### src/design/assert_macros.svh
// Assertion macros shared by the RTL of the alarm match unit.
// Each macro places one labeled concurrent assertion clocked on the rising edge.
`ifndef ASSERT_MACROS_SVH
`define ASSERT_MACROS_SVH

// Same-cycle implication, disabled while reset is asserted.
`define ASSERT_IMPL(lbl, clk, rstn, ante, cons) \
	lbl: assert property (@(posedge clk) disable iff (!(rstn)) (ante) |-> (cons)) \
		else $error("same-cycle implication violated");

// Next-cycle implication, disabled while reset is asserted.
`define ASSERT_NEXT(lbl, clk, rstn, ante, cons) \
	lbl: assert property (@(posedge clk) disable iff (!(rstn)) (ante) |=> (cons)) \
		else $error("next-cycle implication violated");

`endif

### src/design/mam_pkg.sv
// Package for the alarm match unit: field widths, command codes and the
// structs passed between the top level and the alarm slots. No dependencies.
`timescale 1ns / 1ps
`default_nettype none

package mam_pkg;

	localparam int CMD_W      = 2;
	localparam int INDEX_W    = 2;
	localparam int HOUR_W     = 5;
	localparam int MINUTE_W   = 6;
	localparam int MASK_BITS  = 3;
	localparam int IN_DATA_W  = 16;
	localparam int OUT_DATA_W = 8;
	localparam int NUM_ALARMS_DEFAULT = 3;

	typedef enum logic [CMD_W-1:0] {
		CMD_TICK   = 2'd0,
		CMD_SET    = 2'd1,
		CMD_TOGGLE = 2'd2,
		CMD_WRITE  = 2'd3
	} cmd_t;

	typedef struct packed {
		cmd_t                command;
		logic [INDEX_W-1:0]  alarm_index;
		logic [HOUR_W-1:0]   hour_value;
		logic [MINUTE_W-1:0] minute_value;
		logic                enable_value;
	} item_t;

	typedef struct packed {
		logic en_next;
		logic fire;
	} slot_stat_t;

endpackage

`default_nettype wire

### src/design/mam_alarm_slot.sv
// One alarm entry: stored time, enable bit and fired latch, with its update rule.
// Depends on mam_pkg for the item struct, command codes and status struct.
`timescale 1ns / 1ps
`default_nettype none

module mam_alarm_slot
	import mam_pkg::*;
(
	input  wire logic       clk,
	input  wire logic       arst_n,
	input  wire logic       commit,
	input  wire logic       sel,
	input  wire item_t      item,
	output slot_stat_t      status
);

	logic [HOUR_W-1:0]   hour_q;
	logic [MINUTE_W-1:0] minute_q;
	logic                en_q;
	logic                latched_q;

	logic is_tick;
	logic hour_eq;
	logic minute_eq;
	logic rearm;

	assign is_tick   = (item.command == CMD_TICK);
	assign hour_eq   = (item.hour_value == hour_q);
	assign minute_eq = (item.minute_value == minute_q);

	// Rearm needs both hour and minute to differ from the stored time.
	assign rearm = is_tick && en_q && !hour_eq && !minute_eq && latched_q;

	always_comb begin
		status.fire    = is_tick && en_q && hour_eq && minute_eq && !latched_q;
		status.en_next = en_q;
		if (!is_tick && sel) begin
			unique case (item.command)
				CMD_TOGGLE: status.en_next = !en_q;
				CMD_WRITE:  status.en_next = item.enable_value;
				default:    status.en_next = en_q;
			endcase
		end
	end

	always_ff @(posedge clk or negedge arst_n) begin
		if (!arst_n) begin
			hour_q    <= '0;
			minute_q  <= '0;
			en_q      <= 1'b0;
			latched_q <= 1'b0;
		end else if (commit) begin
			en_q <= status.en_next;
			if (sel && (item.command == CMD_SET)) begin
				hour_q   <= item.hour_value;
				minute_q <= item.minute_value;
			end
			if (status.fire) begin
				latched_q <= 1'b1;
			end else if (rearm) begin
				latched_q <= 1'b0;
			end
		end
	end

endmodule

`default_nettype wire

### src/design/multi_alarm_match_unit.sv
// Top level of the alarm match unit: input stage, alarm slots and result register.
// Depends on mam_pkg, mam_alarm_slot and assert_macros.svh.
//
// Usage:
//   Commands and ticks enter on the s_ channel. s_tuser carries the command
//   (tick, set time, toggle enable, write enable); s_tdata carries the alarm
//   index, hour, minute and enable value. Every input transaction produces
//   exactly one result transaction on the m_ channel, in order.
//   Path: an accepted transaction is registered in the input stage, evaluated
//   against the alarm table, and its result is registered in the result
//   register, which drives m_tvalid.
//   Throughput: one transaction per cycle unless m_tready stalls the result
//   register. The table lookup is a set of parallel compares, one per alarm,
//   between the input stage and the result register; the table is updated at
//   the edge where the result is loaded, so the next item already sees the new state.
//   Stalls: while m_tready is low with a result waiting, the input stage
//   still takes one more transaction; after that s_tready drops until the
//   result register drains. Nothing is lost or repeated.
//   Reset: arst_n clears all alarm times, enable bits and latches to zero and
//   empties both stages.
`timescale 1ns / 1ps
`default_nettype none

module multi_alarm_match_unit
	import mam_pkg::*;
#(
	parameter int NUM_ALARMS = NUM_ALARMS_DEFAULT
) (
	input  wire logic                  clk,
	input  wire logic                  arst_n,
	input  wire logic                  s_tvalid,
	output logic                       s_tready,
	// Fields from bit 0: alarm_index[1:0], hour_value[6:2], minute_value[12:7],
	// enable_value[13], zero fill[15:14].
	input  wire logic [IN_DATA_W-1:0]  s_tdata,
	// Fields from bit 0: command[1:0].
	input  wire logic [CMD_W-1:0]      s_tuser,
	output logic                       m_tvalid,
	input  wire logic                  m_tready,
	// Fields from bit 0: fire_mask[2:0], any_fire[3], enabled_mask[6:4], zero fill[7].
	output logic [OUT_DATA_W-1:0]      m_tdata
);

	// Input stage holding one item.
	logic  valid_s1;
	item_t item_s1;

	// Result register.
	logic                 valid_s2;
	logic [MASK_BITS-1:0] fire_mask_s2;
	logic                 any_fire_s2;
	logic [MASK_BITS-1:0] enabled_mask_s2;

	logic                  advance;
	logic                  commit;
	logic                  s_accept;
	logic [NUM_ALARMS-1:0] sel_oh;
	logic [NUM_ALARMS-1:0] fire_all;
	logic [NUM_ALARMS-1:0] en_all;
	logic [MASK_BITS-1:0]  fire_mask_d;
	logic [MASK_BITS-1:0]  enabled_mask_d;
	slot_stat_t            slot_stat [NUM_ALARMS];
	logic                  unused_fill;

	// The result register can load when it is empty or being drained.
	assign advance  = !valid_s2 || m_tready;
	assign commit   = valid_s1 && advance;
	assign s_tready = !valid_s1 || advance;
	assign s_accept = s_tvalid && s_tready;

	// The zero-fill bits of s_tdata carry no information.
	assign unused_fill = ^s_tdata[IN_DATA_W-1:14];

	always_ff @(posedge clk or negedge arst_n) begin
		if (!arst_n) begin
			valid_s1 <= 1'b0;
		end else if (s_tready) begin
			valid_s1 <= s_tvalid;
		end
	end

	always_ff @(posedge clk) begin
		if (s_accept) begin
			item_s1.command      <= cmd_t'(s_tuser);
			item_s1.alarm_index  <= s_tdata[1:0];
			item_s1.hour_value   <= s_tdata[6:2];
			item_s1.minute_value <= s_tdata[12:7];
			item_s1.enable_value <= s_tdata[13];
		end
	end

	// One slot per alarm; an index at or above NUM_ALARMS selects none.
	for (genvar k = 0; k < NUM_ALARMS; k++) begin : g_slot
		assign sel_oh[k] = (int'(item_s1.alarm_index) == k);

		mam_alarm_slot u_slot (
			.clk    (clk),
			.arst_n (arst_n),
			.commit (commit),
			.sel    (sel_oh[k]),
			.item   (item_s1),
			.status (slot_stat[k])
		);

		assign fire_all[k] = slot_stat[k].fire;
		assign en_all[k]   = slot_stat[k].en_next;
	end

	// Only the first MASK_BITS alarms have a bit in the masks; all count for any_fire.
	for (genvar b = 0; b < MASK_BITS; b++) begin : g_mask
		if (b < NUM_ALARMS) begin : g_live
			assign fire_mask_d[b]    = fire_all[b];
			assign enabled_mask_d[b] = en_all[b];
		end else begin : g_none
			assign fire_mask_d[b]    = 1'b0;
			assign enabled_mask_d[b] = 1'b0;
		end
	end

	always_ff @(posedge clk or negedge arst_n) begin
		if (!arst_n) begin
			valid_s2 <= 1'b0;
		end else if (advance) begin
			valid_s2 <= valid_s1;
		end
	end

	always_ff @(posedge clk) begin
		if (commit) begin
			fire_mask_s2    <= fire_mask_d;
			any_fire_s2     <= |fire_all;
			enabled_mask_s2 <= enabled_mask_d;
		end
	end

	assign m_tvalid = valid_s2;
	assign m_tdata  = {unused_fill & 1'b0, enabled_mask_s2, any_fire_s2, fire_mask_s2};

	`include "assert_macros.svh"

	// A slot may only fire for a tick.
	`ASSERT_IMPL(a_fire_only_on_tick, clk, arst_n, valid_s1 && (|fire_all), item_s1.command == CMD_TICK)
	// A fire bit in the delivered result always comes with any_fire.
	`ASSERT_IMPL(a_mask_implies_any, clk, arst_n, m_tvalid && (|m_tdata[2:0]), m_tdata[3])
	// An item blocked in the input stage stays there unchanged.
	`ASSERT_NEXT(a_s1_holds, clk, arst_n, valid_s1 && !advance, valid_s1 && $stable(item_s1))

endmodule

`default_nettype wire

### config.mk
export PLATFORM = sky130hd
export DESIGN_NAME = multi_alarm_match_unit
export DESIGN_NICKNAME = d
export VERILOG_FILES = /design/src/design/mam_pkg.sv /design/src/design/mam_alarm_slot.sv /design/src/design/multi_alarm_match_unit.sv
export VERILOG_INCLUDE_DIRS = /design/src /design/src/design
export SDC_FILE = /design/constraint.sdc
export NUM_CORES = 1
export LEC_CHECK = 0
export BUFFER_PORTS_ARGS = -buffer_cell sky130_fd_sc_hd__buf_2
export CAP_MARGIN = 20
export CORE_AREA = 2 2 76 78
export DETAILED_ROUTE_END_ITERATION = 7
export DIE_AREA = 0 0 78 80
export PLACE_DENSITY = 0.8
export SYNTH_ARGS = -nofsm -noshare
export SYNTH_HDL_FRONTEND = slang
export SYNTH_HIERARCHICAL = 1
export SYNTH_SLANG_ARGS = --single-unit
### constraint.sdc
create_clock -name clk -period 1.9 [get_ports clk]
set_input_delay 0.285 -clock clk [delete_from_list [all_inputs] [get_ports clk]]
set_output_delay 0.285 -clock clk [all_outputs]
set_load 0.01 [all_outputs]
# Word-level counts from Yosys, hierarchy flattened
# Cells that the tools add are included.
# op_classes
add_sub_neg	0
n_mul	0
div	0
magnitude_cmp	0
n_eq_ne	11
n_shift	0
n_mux	12
n_bitwise	0
reduce_logical	58
# op_table
op	count
logical AND 1 bit	29
== test 6 bit	3
== test 5 bit	3
zero test 1 bit	15
AND reduction 2 bit	6
2-to-1 mux 1 bit	9
== test 2 bit, second input constant	4
case mux 1 bit (2 select lines)	3
nonzero test 2 bit	3
zero test 2 bit	2
OR reduction 3 bit	1
== test 2 x 1 -> 1 bit, second input constant	1
logical OR 1 bit	2
# totals
register_bits	64
latchBits	0
ramBits	0
romBits	0
output_inout_bits	10
n_memories	0

# Depth between registers and ports, before layout
# Gate-level depths: netlist (run 1).
# logic_depth
ltp_word	7
mapped_depth	6

# Modules after synthesis
# The synthesis (run 1) kept the hierarchy.
# by_module_without_submodules
mod	n_inst	cells_per_inst	area_each_um2	seq_area_each_um2
mam_alarm_slot	3	56	674.4	325.3
multi_alarm_match_unit	1	38	833.3	740.7

# Worst setup path after synthesis (run 1)
# Ideal clock, no wire load.
# synth_path
kind	register to register
start	register valid_s2 (netlist: m_tvalid)
end	register g_slot[0].u_slot.hour_q[0]
arrival_ns	1.576
required_time_ns	1.775
slack_ns	0.199
stages_incl_launch_ff	6
period_less_slack_ns	1.701
path_cell_list	dfrtp_1 > nand2b_1 > and2_1 > nand4b_1 > buf_2 > mux2_2
# synth_via
elab_chain_cells	4
# synth_rtl
element	line	source
from (decl)	multi_alarm_match_unit.sv:49	logic valid_s2;
from (signal assigned)	multi_alarm_match_unit.sv:124	valid_s2 <= valid_s1;
zero test 1 bit	multi_alarm_match_unit.sv:66	assign advance = !valid_s2 || m_tready;
logical OR 1 bit	multi_alarm_match_unit.sv:66	
logical AND 1 bit	multi_alarm_match_unit.sv:67	assign commit = valid_s1 && advance;
via commit	multi_alarm_match_unit.sv:55	logic commit;
AND reduction 2 bit (no line)	-	
to (signal assigned)	mam_alarm_slot.sv:55	hour_q <= item.hour_value;
to (decl)	mam_alarm_slot.sv:17	logic [HOUR_W-1:0] hour_q;
# The timed path passes the listed nets, and every way through them passes these cells.
# A chain may end at the register's enable or synchronous reset.

# Worst setup path in the final report (run 1)
# layout_path
start	register item_s1[5] in the netlist's numbering
end	register any_fire_s2 (data pin)
# layout_via
elab_chain_cells	4
elab_cells_between_ends	10
classes_between	eq/ne (3); reduce/logical (7)
# layout_rtl
element	line	source
from (decl)	multi_alarm_match_unit.sv:46	item_t item_s1;
== test 6 bit	mam_alarm_slot.sv:29	assign minute_eq = (item.minute_value == minute_q);
logical AND 1 bit (2 in a row)	mam_alarm_slot.sv:35	status.fire = is_tick && en_q && hour_eq && minute_eq && !latched_q;
via fire_all[0]	multi_alarm_match_unit.sv:58	logic [NUM_ALARMS-1:0] fire_all;
OR reduction 3 bit	multi_alarm_match_unit.sv:131	any_fire_s2 <= |fire_all;
to (signal assigned)	multi_alarm_match_unit.sv:131	
to (decl)	multi_alarm_match_unit.sv:51	logic any_fire_s2;
# The timed path passes the listed nets, and every way through them passes these cells.

==> results of run 1 <==
## cells in the mapped netlist
master | n | area, sq um
dfrtp_1 | 41 | 1030
mux2_2 | 36 | 405
xor2_1 | 27 | 236
edfxtp_1 | 23 | 691
nand2_1 | 9 | 33.8
a31oi_1 | 6 | 37.5
nand2b_1 | 6 | 37.5
o21ai_0 | 6 | 30.0
xnor2_1 | 6 | 52.6
nor2b_1 | 5 | 31.3
nor2_1 | 4 | 15.0
or3_1 | 4 | 25.0
a21oi_1 | 3 | 15.0
and4bb_2 | 3 | 37.5
buf_2 | 3 | 15.0
inv_1 | 3 | 11.3
nand3_1 | 3 | 15.0
nand4b_1 | 3 | 26.3
nor3_1 | 3 | 15.0
nor3_2 | 3 | 30.0
nor4_1 | 3 | 18.8
and2_1 | 2 | 12.5
buf_4 | 2 | 15.0
conb_1 | 1 | 3.75
nand3b_4 | 1 | 20.0
## per-stage QoR
stage | util | hold slack [ns] | power, mW | instances | worst slack, ns
after floorplan | - | -0.0106 | 2.42 | 206 | 0.199
after global placement | 0.580 | 0.260 | 2.58 | 308 | 0.165
after detailed placement | 0.580 | 0.268 | 2.62 | 308 | 0.166
after CTS | 0.623 | 0.101 | 3.90 | 325 | 0.138
after global routing | 0.623 | 0.0966 | 4.06 | 325 | 0.0106
final | 0.623 | 0.122 | 3.85 | 325 | 0.150
## layer usage
metal,share of wire,track usage,wire length (um)
met3,0.038,0.0419,178
met4,0.021,0.107,96
met2,0.49,0.274,2290
met1,0.45,0.205,2080
met5,0,0,0
## worst max-delay path: stages, from the launching register on
cell	delay, ns
edfxtp_1	0.49
xor2_1	0.18
nor4_1	0.35
nand3_1	0.19
nor3_2	0.27
or3_1	0.14
## path summary, 6_finish.rpt
path,startpoint,end,slack [ns],cells after the start
setup / recovery,item_s1[5],any_fire_s2,0.15,5
hold / removal,s_tuser[0],item_s1[14],0.12,1
setup reg to reg,item_s1[5],any_fire_s2,0.15,5
hold reg to reg,g_slot[1].u_slot/hour_q[4],g_slot[1].u_slot/hour_q[4],0.52,1
max in group asynchronous,arst_n,g_slot[0].u_slot/latched_q,0.98,3
min in group asynchronous,arst_n,g_slot[0].u_slot/hour_q[0],0.44,2
## kinds of logic after synthesis
| kind of cell | share of synthesized area |
|---|---|
| AOI/OAI and AO/OA | 0.0289 |
| xor gates and xnor gates | 0.101 |
| DFF | 0.601 |
| and+or+nand+nor | 0.111 |
| other | 0.00131 |
| muxes | 0.142 |
| buffers and inverters | 0.0145 |
## state kept, by name, summed over array words and instances (netlist names)
register,count
m_tvalid,1
valid_s1,1
g_slot.u_slot/minute_q,18
enabled_mask_s2,3
g_slot.u_slot/latched_q,3
g_slot.u_slot/en_q,3
g_slot.u_slot/hour_q,15
fire_mask_s2,3
item_s1,16
any_fire_s2,1
## layout make-up
class	count	area, sq um
fill	398	2040
sequential	64	1720
multi-input combinational	134	1100
timing repair buffer	36	228
clock buffer	12	178
tap	72	90.1
clock inverter	4	47.5
inverter	3	11.3
## power by group
group / switching [mW] / internal (mW) / total (mW)
Combinational: 0.283 / 0.378 / 0.662
Sequential: 0.201 / 1.73 / 1.93
Clock: 0.498 / 0.761 / 1.26
Total: 0.982 / 2.87 / 3.85
## repair_timing
| action | 4_1_cts | 5_1_grt |
|---|---|---|
| hold endpoints to repair | 18 | 0 |
| setup endpoints to repair | 0 | 0 |
| gates resized for setup | 0 | 0 |
| hold buffers | 1 | 0 |
==> reports/results.txt, run 1 <==
Max Slew Vio Count: 0
die height: 80 um
Lkg Pwr: 1.45 nW
Yosys cell types: 25
via count: 1,682
#FFs+latches synth: 64
post-layout min period: 1.75 ns
Core Area: 5410 sq um
CTS Buffer Depth: 2
GRT Overall Usage: 0.170
Ys Warns: 6
layout cells sized above 1: 0.368
Hold Vio Cnt, Final: 0
post-route cell area: 3370 sq um
Cell Area, Synth: 2860 sq um
antenna violations before repair: 0
Max-Cap Viols: 0
setup TNS: 0 ns
Clock Skew: 0.00659 ns
PwrDens: 1140 nW/um^2
global placement routability congestion: 0.734
worst min-delay path category: input port to flip-flop
nets: 270
Die ar.: 6240 sq um
Final setup viols: 0
Synth Area per Inst: 13.9 sq um
count of input and output buffers: 28
worst setup path class: flip-flop to flip-flop
clock slew seen by the registers of the worst setup and hold paths: 0.07 ns
Clk Latency, worst-skew pair: 0.33 ns
Synthesized Nets: 228
worst vdd ir: 0.650 mV
Vias/cell: 5.18
TritonCTS clock tree: done
worst endpoint required time: 2.11 ns
final worst path period share: 0.921
largest net degree at the start of global routing: 24
root buffer cell: clkbuf_8
Final ANT Viol Nets: 0
Max FO, Critical Path: 6
H-tree depth: 3
row count: 27
Post-DP Area: 3130 sq um
number of antenna diodes: 0
IO Count: 32
HPWL Detailed: 3.29 mm
Area growth syn-to-layout: 18.0%
most frequent cells in the layout: dfrtp_1, mux2_2, buf_2
Overflow after GRT: 0
RSZ-0062 raised after global routing: no
CP endpoint kind: flip-flop
Startpoint Class: flip-flop
CTS Sinks: 64
register area share after synthesis: 0.601
CTS Buf Count: 9
WL/cell: 14.3 um
buffer count from post-CTS setup fixing: 0
commonest non-fill, non-tap cell in the layout: dfrtp_1
total wire length: 4.64 mm
Chip Width: 78 um
status: finished clean
Max Fclk: 571 MHz
starting density of the core: 0.528
Initial DRC Count: 57
CP arrival: 1.96 ns
First-pass DRT Iterations: 4
vias in the first global route: 1,666
first-pass GRT wire length: 7.76 mm
Gate Count Post-Synth: 206
Post-route DRC: 0
Power figures use the tool's default switching activity.
==> run 2: changes to the inputs <==
Settings changed: SETUP_SLACK_MARGIN set to 0.4.
==> run 2 against run 1 <==
Against the previous run: clock skew is 0.0015 ns lower; sequential power hardly changed; register-to-register slack better by 0.07 ns; largest power group unchanged; highest routed layer unchanged.
==> reports/results.txt, run 2 (synthesis gave the netlist of run 1 again) <==
Area growth syn-to-layout: 23.4%
Critical Path Source: item_s1[4]
status: finished clean
Max FO, Critical Path: 5
Clock Skew: 0.00508 ns
row count: 27
Reg-to-Reg Start: item_s1[4]
largest registers: g_slot.u_slot/minute_q (18), item_s1 (16), g_slot.u_slot/hour_q (15)
count of input and output buffers: 28
Clk Latency, worst-skew pair: 0.33 ns
layout cells sized above 1: 0.437
Startpoint Class: flip-flop
WHS Path Cells: 1
IO Count: 32
via count: 1,767
GRT Overall Usage: 0.177
post-layout min period: 1.68 ns
nets: 285
global placement routability congestion: 0.723
worst min-delay path category: input port to flip-flop
most frequent cells in the layout: dfrtp_1, mux2_2, buf_2
hold path start: s_tdata[11]
first-pass GRT wire length: 8.21 mm
Max-Cap Viols: 0
root buffer cell: clkbuf_8
Max Fclk: 595 MHz
worst setup path class: flip-flop to flip-flop
final worst path period share: 0.884
Post-route DRC: 0
RSZ-0062 raised after global routing: yes
setup TNS: 0 ns
Final ANT Viol Nets: 0
H-tree depth: 3
PwrDens: 1110 nW/um^2
antenna violations before repair: 0
CP endpoint kind: flip-flop
CTS Buffer Depth: 2
max reg flops: 18
largest net degree at the start of global routing: 42
starting density of the core: 0.528
clock slew seen by the registers of the worst setup and hold paths: 0.07 ns
commonest non-fill, non-tap cell in the layout: dfrtp_1
fin cells: 340
Core Area: 5410 sq um
die height: 80 um
Hold Vio Cnt, Final: 0
worst endpoint required time: 1.98 ns
Die ar.: 6240 sq um
HPWL Detailed: 3.14 mm
Fillers: 413
CTS Buf Count: 9
worst hold margin: 0.121 ns
Overflow after GRT: 0
Chip Width: 78 um
Initial DRC Count: 137
CP arrival: 1.76 ns
Max Slew Vio Count: 0
worst vdd ir: 0.605 mV
Lkg Pwr: 1.53 nW
final core utilization: 0.652
CTS Sinks: 64
total power: 3.92 mW
vias in the first global route: 1,744
First-pass DRT Iterations: 4
Final setup viols: 0
WL/cell: 14.5 um
Biggest register: g_slot.u_slot/minute_q
placed cells: 306
R2R depth: 6
number of antenna diodes: 0
Vias/cell: 5.20
total wire length: 4.92 mm
TritonCTS clock tree: done
==> run 2: cell types whose count changed in the layout (fill, tap and decap cells not counted), moves of 2 or more <==
cell,delta
nor3_2,+3
nor3_1,-3
buf_6,+4
nor4_2,+3
clkbuf_8,+2
nor4_1,-3
buf_4,+12
==> run 2: worst paths after layout <==
kind | to | slack (ns)
max | any_fire_s2 | 0.22
min | item_s1[5] | 0.12
max reg2reg | any_fire_s2 | 0.22
min reg2reg | g_slot[2].u_slot/hour_q[0] | 0.53
max in group asynchronous | g_slot[0].u_slot/en_q | 1.25
min in group asynchronous | g_slot[0].u_slot/minute_q[0] | 0.45
==> run 2: per-stage QoR <==
stage	instance area [sq um]	setup slack, ns
after floorplan	2870	0.423
after global placement	3110	0.139
after detailed placement	3110	0.135
after CTS	3490	0.229
after global routing	3520	0.134
final	3520	0.220
==> run 2: layer usage <==
layer | routed length, um | part of all wire | GRT usage | vias up
li1 | - | - | - | 849
met4 | 82 | 0.017 | 0.0719 | 0
met5 | 0 | 0 | 0 | -
met3 | 220 | 0.045 | 0.0554 | 9
met1 | 2110 | 0.43 | 0.222 | 870
met2 | 2500 | 0.51 | 0.285 | 39
==> run 2: critical path, stage by stage, from the launching register on <==
cell,delay (ns)
edfxtp_1,0.48
buf_4,0.19
xor2_1,0.16
nor4_2,0.07
nand3_1,0.11
nor3_2,0.06
or3_1,0.36
==> run 2: what timing repair did <==
action | 4_1_cts | 5_1_grt
hold buffers | 1 | 0
resized for setup | 7 | 4
hold endpoints to repair | 41 | 0
setup buffers | 14 | 3
setup endpoints to repair | 38 | 36
pin swaps | 8 | 3
==> run 2: final cells by class <==
cell class	count	area [sq um]	share of cell area
Clock buffer	12	176	0.0501
Clock inverter	4	48.8	0.0138
Inverter	3	11.3	0.00319
Multi-Input combinational cell	134	1140	0.323
Sequential cell	64	1720	0.487
Tap cell	72	90.1	0.0256
Timing Repair Buffer	51	343	0.0973
==> run 2: report_power, final <==
| group | total, mW | internal, mW | switching [mW] |
|---|---|---|---|
| logic | 0.741 | 0.413 | 0.329 |
| registers | 1.93 | 1.73 | 0.204 |
| clock network | 1.25 | 0.754 | 0.498 |
==> run 3: changes to the inputs <==
Settings changed: MAX_ROUTING_LAYER set to met4, PLACE_DENSITY 0.8 to 0.82, SYNTH_HIERARCHICAL 1 to not set.
==> run 3 against run 2 <==
Against the previous run: cell count unchanged; synthesized cell count increased by 0.97%; register-to-register slack got worse by 0.03 ns; largest power group unchanged; sequential cell count unchanged.
==> reports/results.txt, run 3 <==
Biggest register: g_slot.u_slot.minute_q
synth top area cells: dfrtp_1, edfxtp_1, mux2_2, mux2_4, xor2_1
CTS Sinks: 64
Final setup viols: 0
Max FO, Critical Path: 6
Area growth syn-to-layout: 24.5%
synth cell count leaders: dfrtp_1, mux2_2, edfxtp_1
Post-route DRC: 0
IO Count: 32
status: finished clean
global placement routability congestion: 0.815
leading area contributor after synthesis: dfrtp_1
largest registers: g_slot.u_slot.minute_q (18), item_s1 (16), g_slot.u_slot.hour_q (15)
max reg flops: 18
row count: 27
Hold Vio Cnt, Final: 0
Startpoint Class: flip-flop
Yosys cell types: 40
CTS Buf Count: 9
#FFs+latches synth: 64
Max-Cap Viols: 0
Max Fclk: 585 MHz
count of input and output buffers: 28
WL/cell: 15.7 um
total wire length: 5.33 mm
Core Area: 5410 sq um
worst endpoint required time: 2.18 ns
Clk Latency, worst-skew pair: 0.34 ns
H-tree depth: 3
nets: 285
Fillers: 364
worst vdd ir: 0.648 mV
worst min-delay path category: input port to flip-flop
clock slew seen by the registers of the worst setup and hold paths: 0.07 ns
Final ANT Viol Nets: 0
vias in the first global route: 1,887
CTS Buffer Depth: 2
setup TNS: 0 ns
FF/Latch Area: 1720 sq um
Synthesized Nets: 230
Clock Skew: 0.00915 ns
TritonCTS clock tree: done
Ys Warns: 0
starting density of the core: 0.542
Max Slew Vio Count: 0
Yosys top cell area share: 0.350
PwrDens: 1030 nW/um^2
commonest non-fill, non-tap cell in the layout: dfrtp_1
Chip Width: 78 um
antenna violations before repair: 0
Overflow after GRT: 0
HPWL Detailed: 3.24 mm
die height: 80 um
CP endpoint kind: flip-flop
post-layout min period: 1.71 ns
Synth Area per Inst: 14.1 sq um
Cell Area, Synth: 2930 sq um
Lkg Pwr: 1.60 nW
multi-input logic area: 1220 sq um
Gate Count Post-Synth: 208
top_reg_cell synth: dfrtp_1
Async S/R FF share, synth: 0.641
EDFF count, synth: 23
worst setup path class: flip-flop to flip-flop
final worst path period share: 0.899
Die ar.: 6240 sq um
number of antenna diodes: 0
CP arrival: 1.99 ns
via count: 1,758
register area share after synthesis: 0.586
first-pass GRT wire length: 8.83 mm
largest net degree at the start of global routing: 23
layout cells sized above 1: 0.474
Initial DRC Count: 135
Vias/cell: 5.17
final core utilization: 0.675
RSZ-0062 raised after global routing: yes
most frequent cell after synthesis: dfrtp_1
GRT Overall Usage: 0.195
most frequent cells in the layout: dfrtp_1, buf_2, mux2_2
First-pass DRT Iterations: 4
root buffer cell: clkbuf_8
worst hold margin: 0.117 ns
-- run 3: layout make-up --
| class | count | area share |
|---|---|---|
| Clock buffer | 15 | 0.0401 |
| Clock inverter | 1 | 0.00137 |
| Inverter | 3 | 0.00309 |
| Multi-Input combinational cell | 125 | 0.335 |
| Sequential cell | 64 | 0.471 |
| Tap cell | 72 | 0.0247 |
| Timing Repair Buffer | 60 | 0.125 |
-- run 3: routing by layer --
layer	up-vias	share of wire	track usage
met4	0	0.025	0.0912
li1	842	-	-
met2	40	0.50	0.317
met3	15	0.035	0.0475
met1	861	0.44	0.230
met5	-	0	-
-- run 3: worst paths after layout --
kind	from	end	slack, ns	cells past startpoint
max in group asynchronous	arst_n	g_slot[2].u_slot.en_q	0.98	3
min	s_tdata[0]	item_s1[12]	0.12	1
max reg2reg	item_s1[2]	g_slot[1].u_slot.latched_q	0.19	5
max	item_s1[2]	g_slot[1].u_slot.latched_q	0.19	5
min reg2reg	g_slot[1].u_slot.latched_q	g_slot[1].u_slot.latched_q	0.52	1
min in group asynchronous	arst_n	m_tvalid	0.44	2
-- run 3: timing repair --
action	CTS	global route
resized for setup	14	27
setup buffers	24	1
hold buffers	1	0
pin swaps	15	5
endpoints found under the setup margin	34	45
endpoints found under the hold margin	19	0
gates cloned	1	1
-- run 3: critical path, cell delays in order (launching register included) --
cell and delay [ns]:
edfxtp_1 0.51, xor2_1 0.23, nor4_2 0.31, nand3_1 0.20, a41o_1 0.23, o2bb2a_4 0.18
-- run 3: logic make-up (layout without fill, tap and decap cells) --
family / after synthesis / after routing / synth area share
flops: 64 / 64 / 0.586
simple gates: 42 / 43 / 0.0859
mux: 37 / 37 / 0.155
xor+xnor: 33 / 33 / 0.0987
buf+inv: 20 / 79 / 0.0401
compound gates: 11 / 11 / 0.0329
other cells: 1 / 1 / 0.00128
-- run 3: per-stage QoR --
step                      setup WS (ns)  power, mW  std cells  area [sq um]
after floorplan                   0.310       2.48        208          2940
after global placement            0.127       2.61        296          3100
after detailed placement          0.100       2.67        296          3100
after CTS                         0.210       3.70        338          3520
after global routing              0.106       3.93        340          3650
final                             0.191       3.74        340          3650
-- run 3: report_power, final --
part           internal (mW)  switching [mW]  leakage [nW]
registers               1.73           0.236         0.732
logic                  0.510           0.320         0.790
clock network          0.475           0.472        0.0757
